### src/hdl/grl_pkg.sv
package grl_pkg;

    localparam int W_RD   = 32;
    localparam int W_PCT  = 15;
    localparam int W_WH   = 7;
    localparam int W_LVL  = 2;
    localparam int W_EXT  = 36;
    localparam int W_NUM  = 33;
    localparam int W_SPAN = 14;
    localparam int W_PROD = W_NUM + W_SPAN;
    localparam int W_IDX  = 3;
    localparam int QDEPTH_DEF = 4;

    localparam logic [W_PCT-1:0] PCT_0   = 15'd0;
    localparam logic [W_PCT-1:0] PCT_33  = 15'd8448;
    localparam logic [W_PCT-1:0] PCT_66  = 15'd16896;
    localparam logic [W_PCT-1:0] PCT_100 = 15'd25600;

    localparam logic [1:0] MODE_HIGH = 2'd1;
    localparam logic [1:0] MODE_BAND = 2'd2;

    localparam logic [W_LVL-1:0] LVL_NORMAL  = 2'd0;
    localparam logic [W_LVL-1:0] LVL_WARNING = 2'd1;
    localparam logic [W_LVL-1:0] LVL_ALARM   = 2'd2;

    localparam logic [W_IDX-1:0] CFG_MODE        = 3'd0;
    localparam logic [W_IDX-1:0] CFG_CHART_MIN   = 3'd1;
    localparam logic [W_IDX-1:0] CFG_ALARM_LOW   = 3'd2;
    localparam logic [W_IDX-1:0] CFG_NORMAL_LOW  = 3'd3;
    localparam logic [W_IDX-1:0] CFG_NORMAL_HIGH = 3'd4;
    localparam logic [W_IDX-1:0] CFG_ALARM_HIGH  = 3'd5;
    localparam logic [W_IDX-1:0] CFG_CHART_MAX   = 3'd6;
    localparam logic [W_IDX-1:0] CFG_ALARM_EQ    = 3'd7;

    typedef struct packed {
        logic [1:0]             mode;
        logic signed [W_RD-1:0] chart_lo;
        logic signed [W_RD-1:0] alarm_lo;
        logic signed [W_RD-1:0] norm_lo;
        logic signed [W_RD-1:0] norm_hi;
        logic signed [W_RD-1:0] alarm_hi;
        logic signed [W_RD-1:0] chart_hi;
        logic                   alarm_at_equal;
    } t_cfg;

    // One classified reading on its way to the divider.
    typedef struct packed {
        logic              hold;
        logic              fix;
        logic [W_LVL-1:0]  lvl;
        logic [W_PCT-1:0]  fix_val;
        logic [W_PCT-1:0]  low;
        logic [W_SPAN-1:0] span;
        logic [W_NUM-1:0]  num;
        logic [W_NUM-1:0]  den;
    } t_job;

    function automatic logic signed [W_EXT-1:0] sx(input logic [W_RD-1:0] v);
        return {{(W_EXT-W_RD){v[W_RD-1]}}, v};
    endfunction

endpackage

### src/hdl/grl_queue.sv
module grl_queue
    import grl_pkg::*;
#(
    parameter int DEPTH = QDEPTH_DEF
) (
    input  logic i_clk,
    input  logic i_rst_n,
    input  logic i_valid,
    output logic o_ready,
    input  t_job i_job,
    output logic o_valid,
    input  logic i_ready,
    output t_job o_job
);

    localparam int AW = (DEPTH > 1) ? $clog2(DEPTH) : 1;
    localparam int CW = $clog2(DEPTH + 1);

    t_job          r_mem [DEPTH];
    logic [AW-1:0] r_wp;
    logic [AW-1:0] r_rp;
    logic [CW-1:0] r_cnt;
    logic          push;
    logic          pop;

    assign o_ready = (r_cnt != CW'(DEPTH));
    assign o_valid = (r_cnt != '0);
    assign o_job   = r_mem[r_rp];
    assign push    = i_valid && o_ready;
    assign pop     = o_valid && i_ready;

    always_ff @(posedge i_clk) begin
        if (!i_rst_n) begin
            r_wp  <= '0;
            r_rp  <= '0;
            r_cnt <= '0;
        end else begin
            if (push) begin
                r_wp <= (r_wp == AW'(DEPTH - 1)) ? '0 : r_wp + 1'b1;
            end
            if (pop) begin
                r_rp <= (r_rp == AW'(DEPTH - 1)) ? '0 : r_rp + 1'b1;
            end
            if (push && !pop) begin
                r_cnt <= r_cnt + 1'b1;
            end else if (pop && !push) begin
                r_cnt <= r_cnt - 1'b1;
            end
        end
        if (push) begin
            r_mem[r_wp] <= i_job;
        end
    end

endmodule

### config.mk
export PLATFORM = sky130hd
export DESIGN_NAME = grl_queue
export DESIGN_NICKNAME = d
export VERILOG_FILES = /design/src/hdl/grl_pkg.sv /design/src/hdl/grl_queue.sv
export SDC_FILE = /design/constraint.sdc
export NUM_CORES = 1
export LEC_CHECK = 0
export BUFFER_PORTS_ARGS = -buffer_cell sky130_fd_sc_hd__buf_2
export CORE_MARGIN = 1.5
export CORE_UTILIZATION = 57
export DETAILED_ROUTE_END_ITERATION = 7
export GPL_TIMING_DRIVEN = 0
export PLACE_DENSITY_LB_ADDON = 0.2
export RECOVER_POWER = 50
export SLEW_MARGIN = 20
export SYNTH_ARGS = -nofsm -noshare
export SYNTH_HDL_FRONTEND = slang
export SYNTH_SLANG_ARGS = --single-unit
### constraint.sdc
create_clock -name i_clk -period 2.85 [get_ports i_clk]
set_input_delay 0.1425 -clock i_clk [delete_from_list [all_inputs] [get_ports i_clk]]
set_output_delay 0.1425 -clock i_clk [all_outputs]
set_load 0.03 [all_outputs]
**After elaboration in Yosys (flattened, before gate mapping)**

Memories as Yosys holds them, arrays and structs flattened. A register that Yosys moved wholly into a read port is not among the register bits.
Cells that the tools add are included.

- Bits of input ports: 118
- Output and inout port bits: 116
- Bits in writable memories: 456
- Word-level logic and storage cells: 27
- Register bits after elaboration: 7
- Memories kept: 1

Memories:

| memory | words | bits a word | read ports | clocked after Yosys merged registers in | wr ports | line | source |
|---|---|---|---|---|---|---|---|
| r_mem | 4 | 114 | 1 | 1 | 1 | grl_queue.sv:19 | `t_job r_mem [DEPTH];` |

- Multiplexer cells: 8
- Reductions and logical operators: 8
- Add/sub/neg operators: 4
- Equal/unequal tests: 3

Operator list:

| cell | number |
|---|---|
| $mux W2 | 4 |
| $mux W3 | 2 |
| $add A2 B1 Y2 const B | 2 |
| $eq A2 B2 Y1 const B | 2 |
| $logic_and A1 B1 Y1 | 4 |
| $add A3 B1 Y3 const B | 1 |
| $ne A3 B3 Y1 const B | 1 |
| $reduce_bool A3 Y1 | 1 |
| $sub A3 B1 Y3 const B | 1 |
| $logic_not A1 Y1 | 2 |
| $mux W1 | 2 |
| $reduce_bool A2 Y1 | 1 |

**Logic depth before layout (Yosys ltp)**

Gate-level depths: netlist of run 1.

- Word-level depth: 6
- Gate-level depth with buffers: 9
- Mapped depth without buffers: 8

**Least setup slack after synthesis of run 1**

OpenSTA, ideal clock, no wires.

- Kind: register -> register
- From: register r_cnt[0]
- To: memory r_mem[0][0] (netlist name) (enable)
- Cell stages (with the launch flop): 4
- Library setup time: 0.422 ns
- Path slack: 0.173 ns
- Path buffers: 1
- Data arrival time: 2.255 ns
- Data required time: 2.428 ns
- Clock period less this slack: 2.677 ns
- Cell sequence: dfxtp_1 > or3b_1 > clkbuf_2 > and3_2

- Cells in the longest elaborated chain, start to end: 4

RTL lines:

| item | line | source |
|---|---|---|
| from (decl) | grl_queue.sv:22 | `logic [CW-1:0] r_cnt;` |
| from (signal assigned) | grl_queue.sv:45 | `r_cnt <= r_cnt + 1'b1;` |
| from (signal assigned) | grl_queue.sv:47 | `r_cnt <= r_cnt - 1'b1;` |
| $ne A3 B3 Y1 | grl_queue.sv:26 | `assign o_ready = (r_cnt != CW'(DEPTH));` |
| named net o_ready | grl_queue.sv:9 | `output logic o_ready,` |
| $logic_and A1 B1 Y1 | grl_queue.sv:29 | `assign push = i_valid && o_ready;` |
| $mux W1 | grl_queue.sv:50 | `if (push) begin` |
| $mux W1 (implied by the code) | grl_queue.sv:51 | `r_mem[r_wp] <= i_job;` |
| to (decl) | grl_queue.sv:19 |  |

The timed path passes the listed nets, and every way through them passes these cells.

**Final worst setup path of run 1**

- From: register r_cnt[0]
- To: register r_cnt[2]

- Cells in the longest elaborated chain, start to end: 5
- Elaborated cells on any way between the ends: 13
- Classes of those cells: 2 x add/sub; 1 x eq/ne; 2 x mux; 8 x reduce/logical

RTL lines:

| item |
|---|
| branches (longest 5 deep; another with $sub A3 B1 Y3) |

Parallel ways; which one is timed is not known. The select of a mux whose other input is x is not followed.
A chain may end at the register's enable or synchronous reset.

==> reports/results.env, run 1 <==
RESULT_OF_THE_RUN='complete, no violations'
CRIT_PATH_MAX_INCR_DELAY_PS=530
YOSYSUNIQUECELLTYPES=26
XOR_XNOR_CELL_AREA_SHARE_OF_THE_YOSYS_NETLIST_PCT=0.1036
LEADING_POST_SYNTHESIS_CELLS_BY_CELL_AREA='sky130_fd_sc_hd__edfxtp_1 81%, sky130_fd_sc_hd__mux4_2 15%, sky130_fd_sc_hd__dfxtp_1 1.1%, sky130_fd_sc_hd__buf_6 0.47%, sky130_fd_sc_hd__ha_1 0.44%'
ARRIVAL_PS=3010
UTILIZATION_PCT=73.24
GRT_PASS1_WL_UM=50420
PORT_BUFFERS=233
CRIT_REQUIRED_PS=3300
PLACE.DETAILED.INSTANCES=1272
WORST_SLEW_PIN_SLEW_PS=728.6
CORE.ROWCOUNT=62
GPL.FINAL_WEIGHTED_CONGESTION=0.7366
FINCLKSKEW_PS=8.717
SYNTHESIS.NETS=772
POST_SYNTH_MOST_FREQUENT_CELLS='456 x sky130_fd_sc_hd__edfxtp_1, 114 x sky130_fd_sc_hd__mux4_2, 14 x sky130_fd_sc_hd__buf_2'
YOSYS.AREA.TOP_TYPE='sky130_fd_sc_hd__edfxtp_1'
DETAILEDPLACEMENTHPWL_UM=19560
MAX_CAP_VIOLATIONS=0
CLKTRANSATPATHREGS_PS=60
CTS.REPAIR.RESIZED=0
SIMPLE_GATE_SHARE_OF_THE_SYNTHESIZED_AREA_PCT=0.6954
SLEW_HEADROOM_PCT=51.42
GR_LAYER_USAGE_MET3_PCT=5.173
SYNTHESIZED_AREA_MM2=0.01691
CRITICAL_PATH.SLOWEST_CELL='sky130_fd_sc_hd__o31ai_1'
DRT-WIRELENGTH-PER-CELL_UM=22.21
DIE_X_UM=175.3
POWER.DENSITY_mW_PER_MM2=899.1
WORSTSETUPSTARTPOINTTYPE='flop'
FLOORPLAN.DIE.HEIGHT_UM=175.3
SYNTH_TOP_FAMILY_BY_AREA='multiplexers'
VIAS_PER_CELL=5.580
TIMING.CRITICAL_PATH.BUF_INV=1
POST_SYNTH_INST_COUNT=647
YS_SEQ_AREA_SHARE_PCT=82.02
MET1_DEMAND_TO_CAPACITY_SHARE_IN_GLOBAL_ROUTING_PCT=27.74
SYNTH-COMPOUND-AREA-SHARE_PCT=0.2071
DETAILROUTE.VIA_COUNT=8180
N_FILL_CELL=1683
MAXCLOCKFREQUENCY_MHz=390.7
LAYOUT_SETUP_WS_PS=290.8
ASYNC_FLOP_SHARE_PCT=0
VIAS_IN_THE_FIRST_GLOBAL_ROUTE=8948
RSZ0062_AT_GRT='false'
DIE_AREA_MM2=0.03072
P_LEAK_uW=0.006967
WORSTPATHCELLLIST='o31ai_1 -> ha_1 -> inv_1 -> fa_1 -> xor2_1 -> or3_2 -> a21boi_0'
LAYOUT-DRIVE-GT1-SHARE_PCT=30.00
YOSYS_REGISTER_BITS=465
GRT_USE_TOTAL_PCT=21.76
WORST_SETUP_TIMING_SLACK_AT_THE_PLACEMENT_STAGE_PS=313.3
TIMING.CRITICAL_PATH.MAX_DELAY_FAMILY='compound AO/OA/AOI/OAI gates'
LAYOUT-AREA-OVERHEAD-VS-SYNTH_PCT=25.29
ENDPOINT_KIND='flop'
PERIOD_MINUS_SLACK_PS=2559
POST_LAYOUT_INSTANCE_AREA_MM2=0.02119
TRITONCTS_BUFFER_COUNT=45
POST-SYNTH-TOP-AREA-FRACTION_PCT=80.96
DRT_PRE_ANTENNA_ITERS=7
HOLD_CLASS='in -> reg'
FINALNETCOUNT=1176
GRT_MAX_DEGREE=49
SETUP_VIOL=0
POST-SYNTH-TOP-COUNT-CELL='sky130_fd_sc_hd__edfxtp_1'
CTS.HTREE.LEVELS=2
USE_MET2_PCT=37.80
CLOCK_INSERTION_DELAY_WORST_SKEW_PS=530
CTS_BUFFER_DEPTH=3
DETAILEDROUTE.FIRSTITERATIONVIOLATIONS=581
PLACEDINSTANCEAREA_MM2=0.01880
INITIAL_UTILIZATION_PCT=58.45
MUXSHAREOFSYNTHAREA_PCT=15.30
SYNTH-MAIN-FF-CELL='sky130_fd_sc_hd__edfxtp_1'
SYNTH_EDF_COUNT=456
FINALHOLDVIOLATIONS=0
SLEW_VIOL_FINAL=0
AVERAGE_INSTANCE_AREA_AFTER_SYNTHESIS_UM2=26.14
COREAREA_MM2=0.02894
CRITICAL_PATH.MAX_FANOUT=5
CTS_TREE='built'
HIGHEST_UTILIZATION_ROUTING_LAYER_AT_THE_GLOBAL_ROUTE_STAGE='met2'
GRT_OVERFLOW_TOTAL=0
POWER.IR.VDD_WORST_uV=682.6
FINAL_CELLS=1466
MIN_PERIOD_OVER_PERIOD_PCT=89.80
YS_WARN_COUNT=0
FINAL_ANTENNA_NET_COUNT=0
ROUTE.DETAILED.DRC=0
SETUP.WORST_PATH.CLASS='reg -> reg'
CTS_ROOT_BUF='sky130_fd_sc_hd__clkbuf_16'
IOPINCOUNT=234
POSTROUTEWIRELENGTH_UM=32560
ANTENNA_VIOLATIONS_BEFORE_REPAIR=2
CLOCK_SINKS=465
SYNTH_ADDER_AREA_SHARE_PCT=0.5622
[what timing repair did]
action                    4_1_cts  5_1_grt
setup buffers                   0        0
hold endpoints to repair      457        0
hold buffers                  116        0
[cell families after synthesis]
group           after synthesis
flops                       465
mux                         116
buf+inv                      31
simple gates                 20
fa+ha+maj                     7
compound gates                6
xor+xnor                      2
[layout make-up]
type | instances | area, um^2 | area share (%)
sequential | 465 | 13870 | 65.47
multi-input combinational | 151 | 2868 | 13.53
timing repair buffer | 357 | 2405 | 11.35
clock buffer | 58 | 1217 | 5.745
tap | 384 | 480.5 | 2.267
buffer | 28 | 176.4 | 0.8325
clock inverter | 18 | 155.1 | 0.7321
inverter | 3 | 11.26 | 0.05314
antenna | 2 | 5.005 | 0.02362
[power by group]
part	total, uW	switching (uW)	internal (uW)	leakage (uW)
sequential	8460	182	8280	0.00425
combinational	5040	3130	1920	0.00205
clock	5550	2290	3260	0.000668
[placed cells by master (no fill, tap or decap), types with 3 or more instances in the layout]
cell type	instances
sky130_fd_sc_hd__edfxtp_1	456
sky130_fd_sc_hd__buf_2	133
sky130_fd_sc_hd__clkbuf_1	131
sky130_fd_sc_hd__dlygate4sd3_1	116
sky130_fd_sc_hd__mux4_2	114
sky130_fd_sc_hd__clkbuf_16	47
sky130_fd_sc_hd__clkinv_1	11
sky130_fd_sc_hd__dfxtp_1	9
sky130_fd_sc_hd__buf_16	8
sky130_fd_sc_hd__buf_6	7
sky130_fd_sc_hd__ha_1	6
sky130_fd_sc_hd__nand2_1	5
sky130_fd_sc_hd__and3_4	4
sky130_fd_sc_hd__o21ai_0	4
sky130_fd_sc_hd__inv_1	3
sky130_fd_sc_hd__bufinv_16	3
sky130_fd_sc_hd__clkinv_2	3
[worst paths after layout]
check | cells after the start | endpoint | start | slack, ps
worst max-delay path | 7 | r_cnt[2]$_SDFFE_PN0P_ | r_cnt[0]$_SDFFE_PN0P_ | 290
worst min-delay path | 3 | r_rp[1]$_SDFFE_PN0P_ | i_ready | 50
worst max register to register | 7 | r_cnt[2]$_SDFFE_PN0P_ | r_cnt[0]$_SDFFE_PN0P_ | 290
worst min register to register | 2 | r_wp[1]$_SDFFE_PN0P_ | r_wp[1]$_SDFFE_PN0P_ | 530
[state kept, by name, indices dropped and copies added, names as in the netlist, named ones only]
register and count:
r_mem 456, r_cnt 3, r_rp 2, r_wp 2
[routing by layer]
| layer | vias up | wire [um] | part of all wire [%] |
|---|---|---|---|
| li1 | 3612 | - | - |
| met1 | 4216 | 12580 | 39 |
| met2 | 294 | 17040 | 52 |
| met3 | 58 | 2258 | 6.9 |
| met4 | 0 | 680 | 2.1 |
| met5 | - | 0 | 0 |
[per-stage QoR]
| step | hold slack [ps] | TNS (ps) | total power (uW) |
|---|---|---|---|
| 6_report | 54.25 | 0 | 19050 |
| 3_3_place_gp | 350.3 | -257520 | 13340 |
| 4_1_cts | 34.49 | 0 | 19250 |
| 3_5_place_dp | 358.3 | 0 | 13580 |
| 5_1_grt | 75.54 | 0 | 19750 |
| 2_1_floorplan | 241.4 | 0 | 12080 |
[worst reg2reg max path: cells and delay by family (launching register included)]
| kind | cells | cell delay, ps |
|---|---|---|
| xor+xnor | 1 | 180 |
| compound gates | 2 | 730 |
| simple gates | 1 | 430 |
| fa+ha+maj | 2 | 710 |
| flops | 1 | 370 |
| buf+inv | 1 | 70 |
(Power assumes the default switching activity.)
==> inputs of run 2 (changes only) <==
--- a/config.mk
+++ b/config.mk
@@ -7,10 +7,10 @@
 export LEC_CHECK = 0
 export BUFFER_PORTS_ARGS = -buffer_cell sky130_fd_sc_hd__buf_2
 export CORE_MARGIN = 1.5
-export CORE_UTILIZATION = 57
+export CORE_UTILIZATION = 60
 export DETAILED_ROUTE_END_ITERATION = 7
 export GPL_TIMING_DRIVEN = 0
-export PLACE_DENSITY_LB_ADDON = 0.2
+export PLACE_DENSITY = 0.83
 export RECOVER_POWER = 50
 export SLEW_MARGIN = 20
 export SYNTH_ARGS = -nofsm -noshare
==> constraint.sdc (replaced) <==
create_clock -name i_clk -period 3.15 [get_ports i_clk]
set_input_delay 0.1575 -clock i_clk [delete_from_list [all_inputs] [get_ports i_clk]]
set_output_delay 0.1575 -clock i_clk [all_outputs]
set_load 0.03 [all_outputs]
==> run 2 against run 1 <==
  * Clock skew grew 1.7 ps
  * Final cell count unchanged
  * First-iteration DRC count is 18% higher
  * Sequential share of layout area grew 0.22 points
  * Maximum frequency up 0.85%
  * Non-clock buffer count did not move
  * Sequential cell count unchanged
  * Via count rose by 1.9%
  * Critical path depth is 2 lower
  * Register-to-register slack improved by 320 ps
  * Highest routed layer is now met5
==> reports/results.env, run 2 (synthesis gave the netlist of run 1 again) <==
REGMOSTFLOPS='r_mem'
LAYOUT-DRIVE-GT1-SHARE_PCT=29.77  # -0.23 points
HOLD_CLASS='in -> reg'
DRT_PRE_ANTENNA_ITERS=5  # -2
GRT_MAX_DEGREE=49  # unchanged
PERIOD_MINUS_SLACK_PS=2538  # -21.60 ps
MAX_CAP_VIOLATIONS=0  # unchanged
SLEW_HEADROOM_PCT=37.82  # -14 points
TIMING.REG2REG.SETUP_SLACK_PS=610  # +320 ps
FINAL_ANTENNA_NET_COUNT=0  # unchanged
SETUP.WORST_PATH.CLASS='reg -> reg'
HOLD_END='r_rp[0]$_SDFFE_PN0P_'
TOP_REGISTERS='r_mem: 456 flops, r_cnt: 3 flops'
FLOORPLAN.DIE.HEIGHT_UM=170.9  # -2.5%
PORT_BUFFERS=233  # unchanged
DETAILEDROUTE.FIRSTITERATIONVIOLATIONS=684  # +18%
GRT_USE_TOTAL_PCT=25.16  # +3.4 points
POSTCTSSETUPBUFFERS=0  # unchanged
CORE.ROWCOUNT=61  # -1.6%
FINAL_SUM_OF_NEGATIVE_SETUP_SLACK_PS=0  # unchanged
POWER.IR.VDD_WORST_uV=591.2  # -13%
VIAS_PER_CELL=5.685  # +1.9%
DETAILROUTE.VIA_COUNT=8334  # +1.9%
CLOCK_SINKS=465  # unchanged
ARRIVAL_PS=2750  # -260 ps
N_FILL_CELL=1558  # -7.4%
CTS_BUFFER_DEPTH=3  # unchanged
ROUTE.DETAILED.DRC=0  # unchanged
GPL.FINAL_WEIGHTED_CONGESTION=0.7365  # about the same
CRIT_REQUIRED_PS=3360  # +60 ps
RR_ENDPOINT='r_mem[1][44]$_DFFE_PP_'
LAYOUT-AREA-OVERHEAD-VS-SYNTH_PCT=24.88
COREAREA_MM2=0.02778  # -4.0%
CTS_ROOT_BUF='sky130_fd_sc_hd__clkbuf_16'
LARGEST_REG_FLOPS=456  # unchanged
DIE_AREA_MM2=0.02921  # -4.9%
P_LEAK_uW=0.006929  # -0.54%
ANTENNA_VIOLATIONS_BEFORE_REPAIR=3  # +1
SETUP_VIOL=0  # unchanged
MIN_PATH_CELLS=3  # unchanged
WORSTSETUPSTARTPOINTTYPE='flop'
TRITONCTS_BUFFER_COUNT=45  # unchanged
CLKTRANSATPATHREGS_PS=60  # about the same
FINALHOLDVIOLATIONS=0  # unchanged
DIE_X_UM=170.9  # -2.5%
CTS.HTREE.LEVELS=2  # unchanged
FINALNETCOUNT=1176  # unchanged
GRT_OVERFLOW_TOTAL=0  # unchanged
HOLD_PATH.STARTPOINT='i_ready'
WORSTREGTOREGCELLS=5  # -2
SLEW_VIOL_FINAL=0  # unchanged
GRT_PASS1_WL_UM=53170  # +5.5%
DRT-WIRELENGTH-PER-CELL_UM=24.37  # +9.7%
DETAILEDPLACEMENTHPWL_UM=19660  # +0.50%
RSZ0062_AT_GRT='false'
ENDPOINT_KIND='flop'
PNR_TOTAL_POWER_uW=17190  # -9.8%
IOPINCOUNT=234  # unchanged
POWER.DENSITY_mW_PER_MM2=813.7  # -9.5%
CRITICAL_PATH.REG2REG.STARTPOINT='r_cnt[0]$_SDFFE_PN0P_'
FINCLKSKEW_PS=10.42  # +1.698 ps
LAYOUT.CELLS.MOST_COMMON_LIST='456 x sky130_fd_sc_hd__edfxtp_1, 135 x sky130_fd_sc_hd__clkbuf_1, 132 x sky130_fd_sc_hd__buf_2'
WORST_SLEW_PIN_SLEW_PS=932.6  # +204.0 ps
CLOCK_INSERTION_DELAY_WORST_SKEW_PS=530  # about the same
MIN_PERIOD_OVER_PERIOD_PCT=80.56  # -9.2 points
CTS_TREE='built'
MOSTFREQUENTLAYOUTCELL='sky130_fd_sc_hd__edfxtp_1'
INITIAL_UTILIZATION_PCT=60.88  # +2.4 points
POSTROUTEWIRELENGTH_UM=35720  # +9.7%
UTILIZATION_PCT=76.03  # +2.8 points
MAXCLOCKFREQUENCY_MHz=394.1  # +0.85%
RESULT_OF_THE_RUN='complete, no violations'
VIAS_IN_THE_FIRST_GLOBAL_ROUTE=8989  # +0.46%
CRITICAL_PATH.MAX_FANOUT=43  # +38
SETUP.WORST_PATH.START='r_cnt[0]$_SDFFE_PN0P_'
[run 2: area by class of cell]
class                   instances  area, um^2  area share (%)
multi-input cells             151        2864           13.56
inverters                       3       11.26         0.05331
plain buffers                  28       175.2          0.8293
flip-flops and latches        465       13870           65.68
repair buffers                357        2389           11.31
well taps                     378       473.0           2.239
clock buffers                  58        1175           5.562
clock inverters                23       153.9          0.7286
diodes                          3       7.507         0.03554
[run 2: worst max-delay path by stage]
stage                             end  slack [ps]  depth (start not counted)
4_1_cts                     o_job[54]         610                          5
5_1_grt         r_cnt[2]$_SDFFE_PN0P_         410                          9
3_3_place_gp   r_mem[1][75]$_DFFE_PP_        -410                          3
3_5_place_dp   r_mem[1][63]$_DFFE_PP_         720                          5
2_1_floorplan   r_mem[0][0]$_DFFE_PP_         470                          3
6_report       r_mem[1][44]$_DFFE_PP_         610                          5
[run 2: power by group]
| group | internal [uW] | total [uW] | switching, uW |
|---|---|---|---|
| sequential | 7500 | 7670 | 179 |
| clock | 2790 | 4930 | 2140 |
| combinational | 1720 | 4590 | 2870 |
| total | 12000 | 17200 | 5190 |
[run 2: through the flow]
stage	setup slack [ps]	cells	area [um^2]	hold WS, ps
6_report	612.4	1466	21120	60.21
5_1_grt	411.7	1465	21120	90.27
4_1_cts	606.7	1463	21260	45.44
3_5_place_dp	717.8	1266	18770	371.6
3_3_place_gp	-410.6	1258	18550	368.2
2_1_floorplan	472.8	647	16910	256.4
[run 2: repair_timing]
| action | in CTS | in global routing |
|---|---|---|
| gates resized for setup | 0 | 0 |
| hold buffers | 116 | 0 |
| endpoints found under the hold margin | 457 | 0 |
[run 2: routing by layer]
| metal | global-route usage [%] | vias up | part of all wire [%] |
|---|---|---|---|
| li1 | - | 3607 | - |
| met1 | 32.03 | 4326 | 38 |
| met2 | 43.51 | 343 | 52 |
| met3 | 6.593 | 56 | 7.8 |
| met4 | 6.598 | 2 | 2.0 |
| met5 | 0 | - | 0.020 |
[run 2: critical path, stage by stage (launching register included)]
cell                       delay [ps]
sky130_fd_sc_hd__dfxtp_1          440
sky130_fd_sc_hd__or3b_1           150
sky130_fd_sc_hd__clkbuf_1         280
sky130_fd_sc_hd__and3_4           720
sky130_fd_sc_hd__buf_12           310
sky130_fd_sc_hd__buf_16           260
